File: config.mk
export PLATFORM = sky130hd
export DESIGN_NAME = keyframe_gait_player_core
export DESIGN_NICKNAME = d
export VERILOG_FILES = /design/src/rtl/kgp_pkg.sv /design/src/rtl/keyframe_gait_player_core.sv
export SDC_FILE = /design/constraint.sdc
export NUM_CORES = 2
export LEC_CHECK = 0
export ABC_AREA = 1
export BUFFER_PORTS_ARGS = -buffer_cell sky130_fd_sc_hd__buf_2
export CAP_MARGIN = 25
export CORE_MARGIN = 5
export CORE_UTILIZATION = 25
export DETAILED_ROUTE_END_ITERATION = 16
export GPL_ROUTABILITY_DRIVEN = 0
export SLEW_MARGIN = 20
export SYNTH_ARGS = -nofsm -noshare
export SYNTH_HDL_FRONTEND = slang
export SYNTH_SLANG_ARGS = --single-unit
File: constraint.sdc
create_clock -name clk -period 8.7 [get_ports clk]
set_clock_uncertainty 0.05 [all_clocks]
set_input_delay 1.74 -clock clk [delete_from_list [all_inputs] [get_ports clk]]
set_output_delay 1.74 -clock clk [all_outputs]
set_load 0.05 [all_outputs]
File: src/rtl/kgp_pkg.sv
// kgp_pkg: shared types, constants and the gait keyframe rom for the keyframe gait player
// no dependencies

package kgp_pkg;

    localparam int NUM_KEYFRAMES = 8;
    localparam int NUM_JOINTS    = 4;
    localparam int KF_W          = $clog2(NUM_KEYFRAMES);
    localparam int JNT_W         = $clog2(NUM_JOINTS);

    localparam int ANGLE_W = 16;
    localparam int TIME_W  = 16;
    localparam int LOOP_W  = 4;
    localparam int CFG_W   = 3;

    // configuration register indexes
    localparam logic [CFG_W-1:0] CFG_IDLE_HIP         = 3'd0;
    localparam logic [CFG_W-1:0] CFG_IDLE_ROLL        = 3'd1;
    localparam logic [CFG_W-1:0] CFG_IDLE_KNEE        = 3'd2;
    localparam logic [CFG_W-1:0] CFG_IDLE_ANKLE       = 3'd3;
    localparam logic [CFG_W-1:0] CFG_TRANSITION_TIME  = 3'd4;
    localparam logic [CFG_W-1:0] CFG_SEGMENT_TIME     = 3'd5;
    localparam logic [CFG_W-1:0] CFG_LOOP_TOTAL       = 3'd6;
    localparam logic [CFG_W-1:0] CFG_RETURN_TIME      = 3'd7;

    localparam logic signed [ANGLE_W-1:0] IDLE_RESET [NUM_JOINTS] =
        '{16'sd1393, 16'sd0, 16'sd2744, 16'sd1434};

    localparam logic [TIME_W-1:0] TRANSITION_RESET = 16'd3000;
    localparam logic [TIME_W-1:0] SEGMENT_RESET    = 16'd500;
    localparam logic [LOOP_W-1:0] LOOP_RESET       = 4'd5;
    localparam logic [TIME_W-1:0] RETURN_RESET     = 16'd3000;

    localparam logic [LOOP_W-1:0] LOOP_MAX = 4'd15;

    // gait poses in q4.12 radians: hip, hip roll, knee, ankle
    localparam logic signed [ANGLE_W-1:0] GAIT_ROM [NUM_KEYFRAMES][NUM_JOINTS] = '{
        '{ 16'sd2458,  16'sd0,    16'sd6431,  16'sd0    },
        '{ 16'sd3195,  16'sd410,  16'sd2867, -16'sd614  },
        '{ 16'sd2458,  16'sd819,  16'sd2048, -16'sd1024 },
        '{-16'sd819,   16'sd410,  16'sd819,   16'sd1024 },
        '{-16'sd1434,  16'sd0,    16'sd819,   16'sd819  },
        '{-16'sd1843, -16'sd410,  16'sd3195,  16'sd2458 },
        '{-16'sd2662, -16'sd819,  16'sd4096, -16'sd1843 },
        '{ 16'sd1229, -16'sd410,  16'sd7168, -16'sd819  }
    };

    typedef enum logic [1:0] {
        PH_TRANSITION = 2'd0,
        PH_WALK       = 2'd1,
        PH_RETURN     = 2'd2,
        PH_DONE       = 2'd3
    } phase_t;

    typedef enum logic [2:0] {
        S_IDLE,
        S_DIV,
        S_SQ,
        S_EASE,
        S_SMOOTH,
        S_JMUL,
        S_JADD,
        S_OUT
    } seq_state_t;

endpackage

File: src/rtl/keyframe_gait_player_core.sv
// keyframe_gait_player_core: timer, phase sequencer and shared divide/multiply datapath
// depends on kgp_pkg

// Usage
// Each request on the input channel carries a time step in ms. The block adds it to a
// saturating phase timer, forms alpha = elapsed/duration in q0.16 with a bit-serial
// divider, eases it with smoothstep and blends the four joint angles through one shared
// multiplier. Exactly one result follows each request, carrying the pose and the phase,
// segment and loop count that the pose was computed from.
// The accepting edge starts the bit-serial divider for alpha; the smoothstep steps then
// square it and multiply by 3 - 2a, and each joint passes through a multiply step and an
// add step before the output step loads the result register. When the timer has reached
// the duration, alpha is one and the divide and smoothstep steps are skipped. A new
// request is taken only when the sequencer is back in idle.
// The result sits in an output register; if the receiver stalls, the next finished result
// waits in the sequencer until the register is free, and no request is taken meanwhile.
// Configuration writes are always taken and are meant to arrive while the block is idle.
// Reset restores the default idle pose, timings and loop total and starts in the
// transition phase with the timer, segment and loop counts at zero.

module keyframe_gait_player_core (
    input  logic                             clk,
    input  logic                             rst_n,
    input  logic                             in_valid,
    output logic                             in_ready,
    input  logic [7:0]                       time_step,
    output logic                             out_valid,
    input  logic                             out_ready,
    output logic signed [kgp_pkg::ANGLE_W-1:0] hip_angle,
    output logic signed [kgp_pkg::ANGLE_W-1:0] roll_angle,
    output logic signed [kgp_pkg::ANGLE_W-1:0] knee_angle,
    output logic signed [kgp_pkg::ANGLE_W-1:0] ankle_angle,
    output logic [1:0]                       phase,
    output logic [2:0]                       segment_index,
    output logic [3:0]                       loop_index,
    input  logic                             cfg_valid,
    output logic                             cfg_ready,
    input  logic [kgp_pkg::CFG_W-1:0]        cfg_index,
    input  logic [15:0]                      cfg_data
);
    import kgp_pkg::*;

    // configuration
    logic signed [ANGLE_W-1:0] idle_reg [NUM_JOINTS];
    logic [TIME_W-1:0]         transition_time_reg;
    logic [TIME_W-1:0]         segment_time_reg;
    logic [LOOP_W-1:0]         loop_total_reg;
    logic [TIME_W-1:0]         return_time_reg;

    // control state
    seq_state_t        state_reg, state_next;
    phase_t            phase_reg, phase_next;
    logic [TIME_W-1:0] elapsed_reg, elapsed_next;
    logic [KF_W-1:0]   seg_reg, seg_next;
    logic [LOOP_W-1:0] loop_reg, loop_next;
    logic [3:0]        cnt_reg, cnt_next;
    logic              done_reg, done_next;
    logic              out_valid_reg, out_valid_next;

    // datapath
    logic [TIME_W-1:0]         dur_reg, dur_next;
    logic [15:0]               rem_reg, rem_next;
    logic [15:0]               quo_reg, quo_next;
    logic [16:0]               s_reg, s_next;
    logic signed [51:0]        prod_reg, prod_next;
    logic signed [ANGLE_W-1:0] pose_reg [NUM_JOINTS];
    logic signed [ANGLE_W-1:0] out_pose_reg [NUM_JOINTS];
    phase_t                    out_phase_reg;
    logic [KF_W-1:0]           out_seg_reg;
    logic [LOOP_W-1:0]         out_loop_reg;

    logic              in_fire, cfg_fire, load_out;
    logic [TIME_W:0]   el_sum;
    logic [TIME_W-1:0] el_new, dur_sel;
    logic              done_sel;
    logic [KF_W-1:0]   nxt;
    logic [LOOP_W-1:0] loop_inc;
    logic [16:0]       rem_sh;
    logic              rem_ge;
    logic [JNT_W-1:0]  jnt;
    logic signed [ANGLE_W-1:0] from_ang, to_ang;
    logic signed [ANGLE_W:0]   diff;
    logic [17:0]               ease_k;
    logic signed [32:0]        mul_a;
    logic signed [18:0]        mul_b;
    logic signed [51:0]        mul_p;
    logic signed [51:0]        rnd;
    logic signed [ANGLE_W-1:0] blended;

    assign in_ready  = (state_reg == S_IDLE);
    assign in_fire   = in_valid && in_ready;
    assign cfg_ready = 1'b1;
    assign cfg_fire  = cfg_valid && cfg_ready;
    assign out_valid = out_valid_reg;
    assign load_out  = (state_reg == S_OUT) && (!out_valid_reg || out_ready);

    assign el_sum = {1'b0, elapsed_reg} + {9'd0, time_step};
    assign el_new = el_sum[TIME_W] ? {TIME_W{1'b1}} : el_sum[TIME_W-1:0];

    always_comb
    begin
        unique case (phase_reg)
            PH_TRANSITION: dur_sel = transition_time_reg;
            PH_WALK:       dur_sel = segment_time_reg;
            default:       dur_sel = return_time_reg;
        endcase
    end

    assign done_sel = (dur_sel == '0) || (el_new >= dur_sel);
    assign nxt      = (seg_reg == KF_W'(NUM_KEYFRAMES - 1)) ? '0 : seg_reg + 1'b1;
    assign loop_inc = (loop_reg < LOOP_MAX) ? loop_reg + 1'b1 : loop_reg;

    // one quotient bit per cycle
    assign rem_sh = {rem_reg, 1'b0};
    assign rem_ge = rem_sh >= {1'b0, dur_reg};

    assign jnt = cnt_reg[JNT_W-1:0];

    always_comb
    begin
        unique case (phase_reg)
            PH_TRANSITION:
            begin
                from_ang = idle_reg[jnt];
                to_ang   = GAIT_ROM[0][jnt];
            end
            PH_WALK:
            begin
                from_ang = GAIT_ROM[seg_reg][jnt];
                to_ang   = GAIT_ROM[nxt][jnt];
            end
            PH_RETURN:
            begin
                from_ang = GAIT_ROM[0][jnt];
                to_ang   = idle_reg[jnt];
            end
            default:
            begin
                from_ang = idle_reg[jnt];
                to_ang   = idle_reg[jnt];
            end
        endcase
    end

    assign diff   = {to_ang[ANGLE_W-1], to_ang} - {from_ang[ANGLE_W-1], from_ang};
    // 3 - 2a in q2.16
    assign ease_k = 18'h30000 - {1'b0, quo_reg, 1'b0};

    // shared multiplier operand select
    always_comb
    begin
        unique case (state_reg)
            S_SQ:
            begin
                mul_a = {17'd0, quo_reg};
                mul_b = {3'd0, quo_reg};
            end
            S_EASE:
            begin
                mul_a = {1'b0, prod_reg[31:0]};
                mul_b = {1'b0, ease_k};
            end
            default:
            begin
                mul_a = {{16{diff[ANGLE_W]}}, diff};
                mul_b = {2'd0, s_reg};
            end
        endcase
    end

    assign mul_p   = mul_a * mul_b;
    // round half up, then keep the low bits of the arithmetic shift
    assign rnd     = prod_reg + 52'sd32768;
    assign blended = from_ang + rnd[31:16];

    always_comb
    begin
        state_next     = state_reg;
        phase_next     = phase_reg;
        elapsed_next   = elapsed_reg;
        seg_next       = seg_reg;
        loop_next      = loop_reg;
        cnt_next       = cnt_reg;
        done_next      = done_reg;
        out_valid_next = out_valid_reg;
        dur_next       = dur_reg;
        rem_next       = rem_reg;
        quo_next       = quo_reg;
        s_next         = s_reg;
        prod_next      = prod_reg;

        if (out_valid_reg && out_ready)
            out_valid_next = 1'b0;

        unique case (state_reg)
            S_IDLE:
            begin
                if (in_fire)
                begin
                    elapsed_next = el_new;
                    dur_next     = dur_sel;
                    done_next    = done_sel;
                    rem_next     = el_new;
                    quo_next     = '0;
                    cnt_next     = '0;
                    s_next       = 17'h10000;
                    state_next   = done_sel ? S_JMUL : S_DIV;
                end
            end
            S_DIV:
            begin
                rem_next = rem_ge ? 16'(rem_sh - {1'b0, dur_reg}) : rem_sh[15:0];
                quo_next = {quo_reg[14:0], rem_ge};
                cnt_next = cnt_reg + 1'b1;
                if (cnt_reg == 4'd15)
                    state_next = S_SQ;
            end
            S_SQ:
            begin
                prod_next  = mul_p;
                state_next = S_EASE;
            end
            S_EASE:
            begin
                prod_next  = mul_p;
                state_next = S_SMOOTH;
            end
            S_SMOOTH:
            begin
                s_next     = {1'b0, prod_reg[47:32]};
                cnt_next   = '0;
                state_next = S_JMUL;
            end
            S_JMUL:
            begin
                prod_next  = mul_p;
                state_next = S_JADD;
            end
            S_JADD:
            begin
                if (jnt == JNT_W'(NUM_JOINTS - 1))
                    state_next = S_OUT;
                else
                begin
                    cnt_next   = cnt_reg + 1'b1;
                    state_next = S_JMUL;
                end
            end
            S_OUT:
            begin
                if (load_out)
                begin
                    out_valid_next = 1'b1;
                    state_next     = S_IDLE;
                    if (phase_reg != PH_DONE && done_reg)
                    begin
                        elapsed_next = '0;
                        unique case (phase_reg)
                            PH_TRANSITION:
                            begin
                                phase_next = PH_WALK;
                                seg_next   = '0;
                                loop_next  = '0;
                            end
                            PH_WALK:
                            begin
                                seg_next = nxt;
                                if (nxt == '0)
                                begin
                                    loop_next = loop_inc;
                                    if (loop_inc >= loop_total_reg)
                                        phase_next = PH_RETURN;
                                end
                            end
                            default:
                                phase_next = PH_DONE;
                        endcase
                    end
                end
            end
            default:
                state_next = S_IDLE;
        endcase
    end

    always_ff @(posedge clk or negedge rst_n)
    begin
        if (!rst_n)
        begin
            state_reg     <= S_IDLE;
            phase_reg     <= PH_TRANSITION;
            elapsed_reg   <= '0;
            seg_reg       <= '0;
            loop_reg      <= '0;
            cnt_reg       <= '0;
            done_reg      <= 1'b0;
            out_valid_reg <= 1'b0;
        end
        else
        begin
            state_reg     <= state_next;
            phase_reg     <= phase_next;
            elapsed_reg   <= elapsed_next;
            seg_reg       <= seg_next;
            loop_reg      <= loop_next;
            cnt_reg       <= cnt_next;
            done_reg      <= done_next;
            out_valid_reg <= out_valid_next;
        end
    end

    always_ff @(posedge clk or negedge rst_n)
    begin
        if (!rst_n)
        begin
            for (int i = 0; i < NUM_JOINTS; i++)
                idle_reg[i] <= IDLE_RESET[i];
            transition_time_reg <= TRANSITION_RESET;
            segment_time_reg    <= SEGMENT_RESET;
            loop_total_reg      <= LOOP_RESET;
            return_time_reg     <= RETURN_RESET;
        end
        else if (cfg_fire)
        begin
            unique case (cfg_index)
                CFG_IDLE_HIP:         idle_reg[0]         <= cfg_data;
                CFG_IDLE_ROLL:        idle_reg[1]         <= cfg_data;
                CFG_IDLE_KNEE:        idle_reg[2]         <= cfg_data;
                CFG_IDLE_ANKLE:       idle_reg[3]         <= cfg_data;
                CFG_TRANSITION_TIME:  transition_time_reg <= cfg_data;
                CFG_SEGMENT_TIME:     segment_time_reg    <= cfg_data;
                CFG_LOOP_TOTAL:       loop_total_reg      <= cfg_data[LOOP_W-1:0];
                CFG_RETURN_TIME:      return_time_reg     <= cfg_data;
                default:              ;
            endcase
        end
    end

    // datapath registers, no reset
    always_ff @(posedge clk)
    begin
        dur_reg  <= dur_next;
        rem_reg  <= rem_next;
        quo_reg  <= quo_next;
        s_reg    <= s_next;
        prod_reg <= prod_next;
        if (state_reg == S_JADD)
            pose_reg[jnt] <= blended;
        if (load_out)
        begin
            for (int i = 0; i < NUM_JOINTS; i++)
                out_pose_reg[i] <= pose_reg[i];
            out_phase_reg <= phase_reg;
            out_seg_reg   <= seg_reg;
            out_loop_reg  <= loop_reg;
        end
    end

    assign hip_angle     = out_pose_reg[0];
    assign roll_angle    = out_pose_reg[1];
    assign knee_angle    = out_pose_reg[2];
    assign ankle_angle   = out_pose_reg[3];
    assign phase         = out_phase_reg;
    assign segment_index = out_seg_reg;
    assign loop_index    = out_loop_reg;

endmodule
== Yosys cells after proc, flatten, opt, wreduce, memory -nomap -nowiden ==
Memory sizes are Yosys's and may differ from the RTL's.
Cells that the tools add are included.
W data, S select, Z words.
Storage, ports and cells
  bits in writable memories: 128
  output and inout bits: 76
  register bits: 272
  bits in read-only memories: 1024
  input port bits: 32
  word-level logic and storage cells: 166
  memories kept: 4
Memories
  (no name shown): depth 8, width 64, read ports 1, clocked after memory_dff 0, write ports 0, line keyframe_gait_player_core.sv:130  | to_ang = GAIT_ROM[nxt][jnt];
  (no name shown): depth 8, width 64, read ports 1, clocked after memory_dff 0, write ports 0, line keyframe_gait_player_core.sv:129  | from_ang = GAIT_ROM[seg_reg][jnt];
  out_pose_reg: depth 4, width 16, read ports 4, clocked after memory_dff 0, write ports 4, line keyframe_gait_player_core.sv:67  | logic signed [ANGLE_W-1:0] out_pose_reg [NUM_JOINTS];
  pose_reg: depth 4, width 16, read ports 4, clocked after memory_dff 0, write ports 1, line keyframe_gait_player_core.sv:66  | logic signed [ANGLE_W-1:0] pose_reg [NUM_JOINTS];
Cells by class
  reduce and logical (&&, ||, !) cells: 35
  eq/ne operators: 27
  magnitude comparators: 7
  mux-type cells: 56
  $add $sub $neg: 9
  multiply operators: 1
  bitwise logic cells: 3
Operator list (number)
  $mux W64: 4
  $mux W16: 14
  $pmux W16 S2: 6
  $bmux W16 S2: 4
  $pmux W33 S2: 1
  $mul A33 B19 Y48: 1
  $pmux W18 S2: 1
  $pmux W17 S2: 1
  $add A32 B17 Y32 const B: 1
  $eq A3 B3 Y1 const B: 9
  $pmux W3 S8: 1
  $reduce_and A2 Y1: 11
  $sub A18 B17 Y18 const A: 1
  $add A16 B8 Y17: 1
  $ge A17 B16 Y1: 1
  $mux W17: 1
  $sub A16 B16 Y17: 1
  $add A16 B16 Y16: 1
  $ge A16 B16 Y1: 1
  $logic_not A16 Y1: 1
  $mux W4: 4
  $pmux W4 S4: 1
  $sub A16 B16 Y16: 1
  $mux W3: 5
  other kinds (31): 65

== Logic depth before layout (Yosys ltp) ==
  depth in word-level cells: 13
  mapped depth: 54
  mapped depth without buffers: 52

== Least setup slack after synthesis ==
No wires, ideal clock.
  kind: register to register
  start point: register seg_reg[1]
  end point: register prod_reg[42], data pin
  clock period less this slack: 9.019 ns
  data required time: 8.385 ns
  cell stages (with the launch flop): 50
  path buffers: 1
  path slack: -0.319 ns
  arrival time: 8.704 ns
  library setup time: 0.265 ns
  cell sequence: dfrtp_1 > inv_1 > ha_1 > inv_1 > nor2_1 > inv_1 > nor2_1 > inv_1 > o21ai_0 > nand3_1 > o21ai_0 > o21ai_0 > ha_1 > fa_1 > inv_1 > nand2_1 > nand2_1 > nand3_1 > (+14 left out) > inv_1 > fa_1 > fa_1 > inv_1 > fa_1 > inv_1 > ha_1 > nand2_1 > nor2_1 > inv_1 > nor4_1 > nand2_1 > nand3_1 > nand2_1 > nand2_1 > a21oi_1 > o21ai_0 > xor2_1
On the way
  cells in the longest elaborated chain, start to end: 13
  elaborated cells on any way between the ends: 22
  those cells by class: 2 x add/sub; 1 x mul; 1 x eq/ne; 14 x mux; 2 x bitwise; 2 x memory
RTL lines
  from (decl): line keyframe_gait_player_core.sv:54  | logic [KF_W-1:0] seg_reg, seg_next;
  from (signal assigned): line keyframe_gait_player_core.sv:304  | seg_reg <= seg_next;
  $add A3 B1 Y3 or $eq A3 B3 Y1 (tied branches): line keyframe_gait_player_core.sv:110  | assign nxt = (seg_reg == KF_W'(NUM_KEYFRAMES - 1)) ? '0 : seg_reg + 1'b1;
  $mux W3: line keyframe_gait_player_core.sv:110
  $not A3 Y4 (implied by the code): line keyframe_gait_player_core.sv:130
  $mem_v2 Z8 W64
  $mux W64 (implied by the code) (2 in a row): line keyframe_gait_player_core.sv:130
  $bmux W16 S2: line keyframe_gait_player_core.sv:130
  $mux W16 (implied by the code) (2 in a row): line keyframe_gait_player_core.sv:130
  $pmux W16 S2: line keyframe_gait_player_core.sv:121  | unique case (phase_reg)
  $sub A16 B16 Y17 (*): line keyframe_gait_player_core.sv:145  | assign diff = {to_ang[ANGLE_W-1], to_ang} - {from_ang[ANGLE_W-1], from_ang};
  $pmux W33 S2 (*): line keyframe_gait_player_core.sv:152  | unique case (state_reg)
  $mul A33 B19 Y48 (*): line keyframe_gait_player_core.sv:171  | assign mul_p = mul_a * mul_b;
  named net mul_p[42]: line keyframe_gait_player_core.sv:86  | logic signed [51:0] mul_p;
  to (signal assigned): line keyframe_gait_player_core.sv:346  | prod_reg <= prod_next;
  to (decl): line keyframe_gait_player_core.sv:65  | logic signed [51:0] prod_reg, prod_next;
Mark *: on every way through the listed nets, which the timed path passes. The rest lies on a longest branch. The select of a mux whose other input is x is not followed.
A chain may end at the register's enable or synchronous reset.

== Worst setup path after layout ==
  start point: register seg_reg[0]
  end point: register prod_reg[47], data pin
Same word-level chain as after synthesis.

==> results.cfg <==
[global_route]
first_global_vias = 34800
globalRoute.totalOverflow = 0
gr-usage-met3_pct = 1.95
grtUsageMet1_pct = 20.4
grtUsageMet2_pct = 24.2
grt_first_pass_wirelength_mm = 201
maximum_number_of_pins_on_one_net_before_global_route_repair = 78
global_route.peak_usage_layer = met2
number_of_antenna_violations_at_the_first_check_in_global_routing = 1
track_usage_pct = 14.7

[floorplan]
core_area_um2 = 163000
effective_utilization_at_floorplan_pct = 25.1
height_of_the_die_um = 414
io_pins = 108
rows = 148
die-width_um = 414
die-area_um2 = 171000

[cells_and_area]
most-common-layout-cells = inv_1 (1022), nand2_1 (761), buf_4 (528)
fin_nets = 6145
syn_to_final_growth_pct = 29.0
final_common_cell = inv_1
final_layout_size_suffix_gt1_share_pct = 25.8
fillerInstances = 16800

[logic_synthesis]
post_synth_main_area_contributors = fa_1 (27%), edfxtp_1 (18%), inv_1 (10%), nand2_1 (7.9%), dfrtp_1 (6.7%)
synth_top_cell_area_share_pct = 26.9
post_synth_inst_count = 4717
post_synth_mux_area_share_pct = 0
cell_taking_the_most_area_after_synthesis = fa_1
async_flop_share_pct = 37.5
synth_adder_area_share_pct = 33.6
synth_area_per_cell_um2 = 8.65
synth_xor_xnor_area_share_pct = 2.19
netlist_area_before_placement_um2 = 40800
synth_flop_type = edfxtp_1
yosysSeqAreaShare_pct = 27.7
ys_warn_count = 0
postSynthRegisterBits = 400
post_synth_num_cell_types = 64
edff_count_synth = 250
synth_compound_area_share_pct = 9.68
post_synth_and_or_nand_nor_area_fraction_pct = 14.7
main_combinational_cell_family_by_area_after_synthesis = adder cells
syn_nets = 5517

[routing]
avgViaCountPerCell = 4.51
drt_first_pass_iters = 7
wl_cell_um = 17.3
drt_iter0_drc = 2994
remaining_drcs = 0
final_antenna_net_count = 0
detailroute.via_count = 34100
detail_route.wirelength_mm = 131

[worst_setup_path]
timing.critical_path.from = seg_reg[0]
critPathSlowestCell = fa_1
worstRegToRegCells = 47
cp_max_fo = 6
crit_arrival_ns = 9.24
sum_of_buffers_and_inverters_on_the_critical_path = 14
timing.critical_path.required_ns = 8.98
critPathMaxStageDelay_ns = 0.55
r2r-end = prod_reg[47]
cell_count_along_the_critical_path = 47
timing_worst_setup_path_type = reg2reg
crit-reg2reg-launch = seg_reg[0]
start_kind = register
worst_path_dominant_cell_family = adder cells
worstSetupEndpointType = register
reg2reg_slack_ns = -0.26
timing.critical_path.to = prod_reg[47]

[worst_hold_path]
hold_path_class = reg2reg

[placement]
placement.io_buffers = 106
detailed_place_hpwl_mm = 102

[clocking]
numCtsBuffers = 45
hold_buffers = 0
clock-sinks = 400
cts_tree = yes
cts_h_tree_depth = 2
clockRootBuffer = clkbuf_16
worst_setup_hold_path_clk_slew_ns = 0.06
cts.path.max_buffers = 3
worstSkewPairLatency_ns = 0.61

[sta]
tightest_slew_ns = 1.07
slew_headroom_pct = 28.4
final_hold_viol_count = 0
min_period_over_period_pct = 103
setup-violations-final = 17
fmaxAchievable_ghz = 0.112
grt_setup_unrepaired = true
finalCriticalPeriod_ns = 8.96
layout_setup_ws_ns = -0.256
fin_tns_setup_ns = -1.96
finalMaxSlewViolations = 0

[run_status]
status = finished, violations left
violations_in_the_final_reports = setup timing

[flow_run]
max_cap_viols = 0
[final cells by class]
type	count	area [um2]	share of cell area, %
Multi-Input combinational cell	3044	26900	51.0
Sequential cell	400	11300	21.5
Timing Repair Buffer	731	5910	11.2
Inverter	1123	4290	8.14
Tap cell	2175	2720	5.17
Clock buffer	52	1170	2.23
Clock inverter	30	383	0.727
Antenna cell	2	5.00	0.00950
[cell families after synthesis]
group	count (synthesis)
compound gates	676
xor+xnor	102
fa+ha+maj	768
buf+inv	1273
flops	400
other cells	1
simple gates	1497
[worst min-delay path by stage]
stage,slack [ns],cells past startpoint,start,end
3_5_place_dp,0.35,0,pose_reg[0][12],out_pose_reg[0][12]
3_3_place_gp,0.35,0,pose_reg[2][3],out_pose_reg[2][3]
2_1_floorplan,0.35,0,pose_reg[0][0],out_pose_reg[0][0]
5_1_grt,0.37,0,pose_reg[1][11],out_pose_reg[1][11]
6_report,0.35,0,pose_reg[2][10],out_pose_reg[2][10]
4_1_cts,0.36,0,pose_reg[2][10],out_pose_reg[2][10]
[synthesized netlist by cell type, drive strengths merged, types with 2 or more instances]
library cell,number
o2111ai,8
a22oi,7
nand3b,3
a221oi,4
nand2,857
and3,3
nand4,19
a31oi,17
nor2,457
nor3b,3
clkbuf,82
o21bai,10
a22o,14
a211oi,5
o221a,2
a32o,2
buf,68
o31ai,10
clkinv,4
inv,1119
a21o,13
edfxtp,250
nor3,36
ha,220
and2,3
dfrtp,110
o22ai,16
nor4,5
or2,7
o21ai,289
nand3,104
a21boi,5
a31o,2
fa,548
o21a,16
xor2,60
a21oi,235
dfstp,40
o211ai,16
xnor2,42
[stage by stage]
stage | utilization, % | worst slack [ns] | hold WS (ns) | cells | cell area, um2
4_1_cts | 31.1 | -0.229 | 0.355 | 7488 | 50600
3_3_place_gp | 29.2 | -0.779 | 0.351 | 7353 | 47400
5_1_grt | 32.4 | -0.547 | 0.370 | 7555 | 52700
2_1_floorplan | - | 0.0113 | 0.350 | 4717 | 40800
3_5_place_dp | 29.2 | -0.807 | 0.355 | 7355 | 47500
6_report | 32.4 | -0.256 | 0.352 | 7557 | 52700
[routing by layer]
layer	share of wire (%)	wire, um	vias to the layer above
met5	0	0	-
met4	3.6	4650	0
met3	6.9	9020	247
met2	46	60400	1285
met1	43	56500	16800
li1	-	-	15700
[timing repair]
action | in CTS | in global routing
setup buffers | 49 | 68
resized for setup | 298 | 387
setup endpoints to repair | 34 | 35
cloned | 2 | 1
pin swaps | 145 | 231
Power is left out: the tool's default activity adds up to more than one toggle a clock period on the data nets, which glitch-free logic cannot reach.
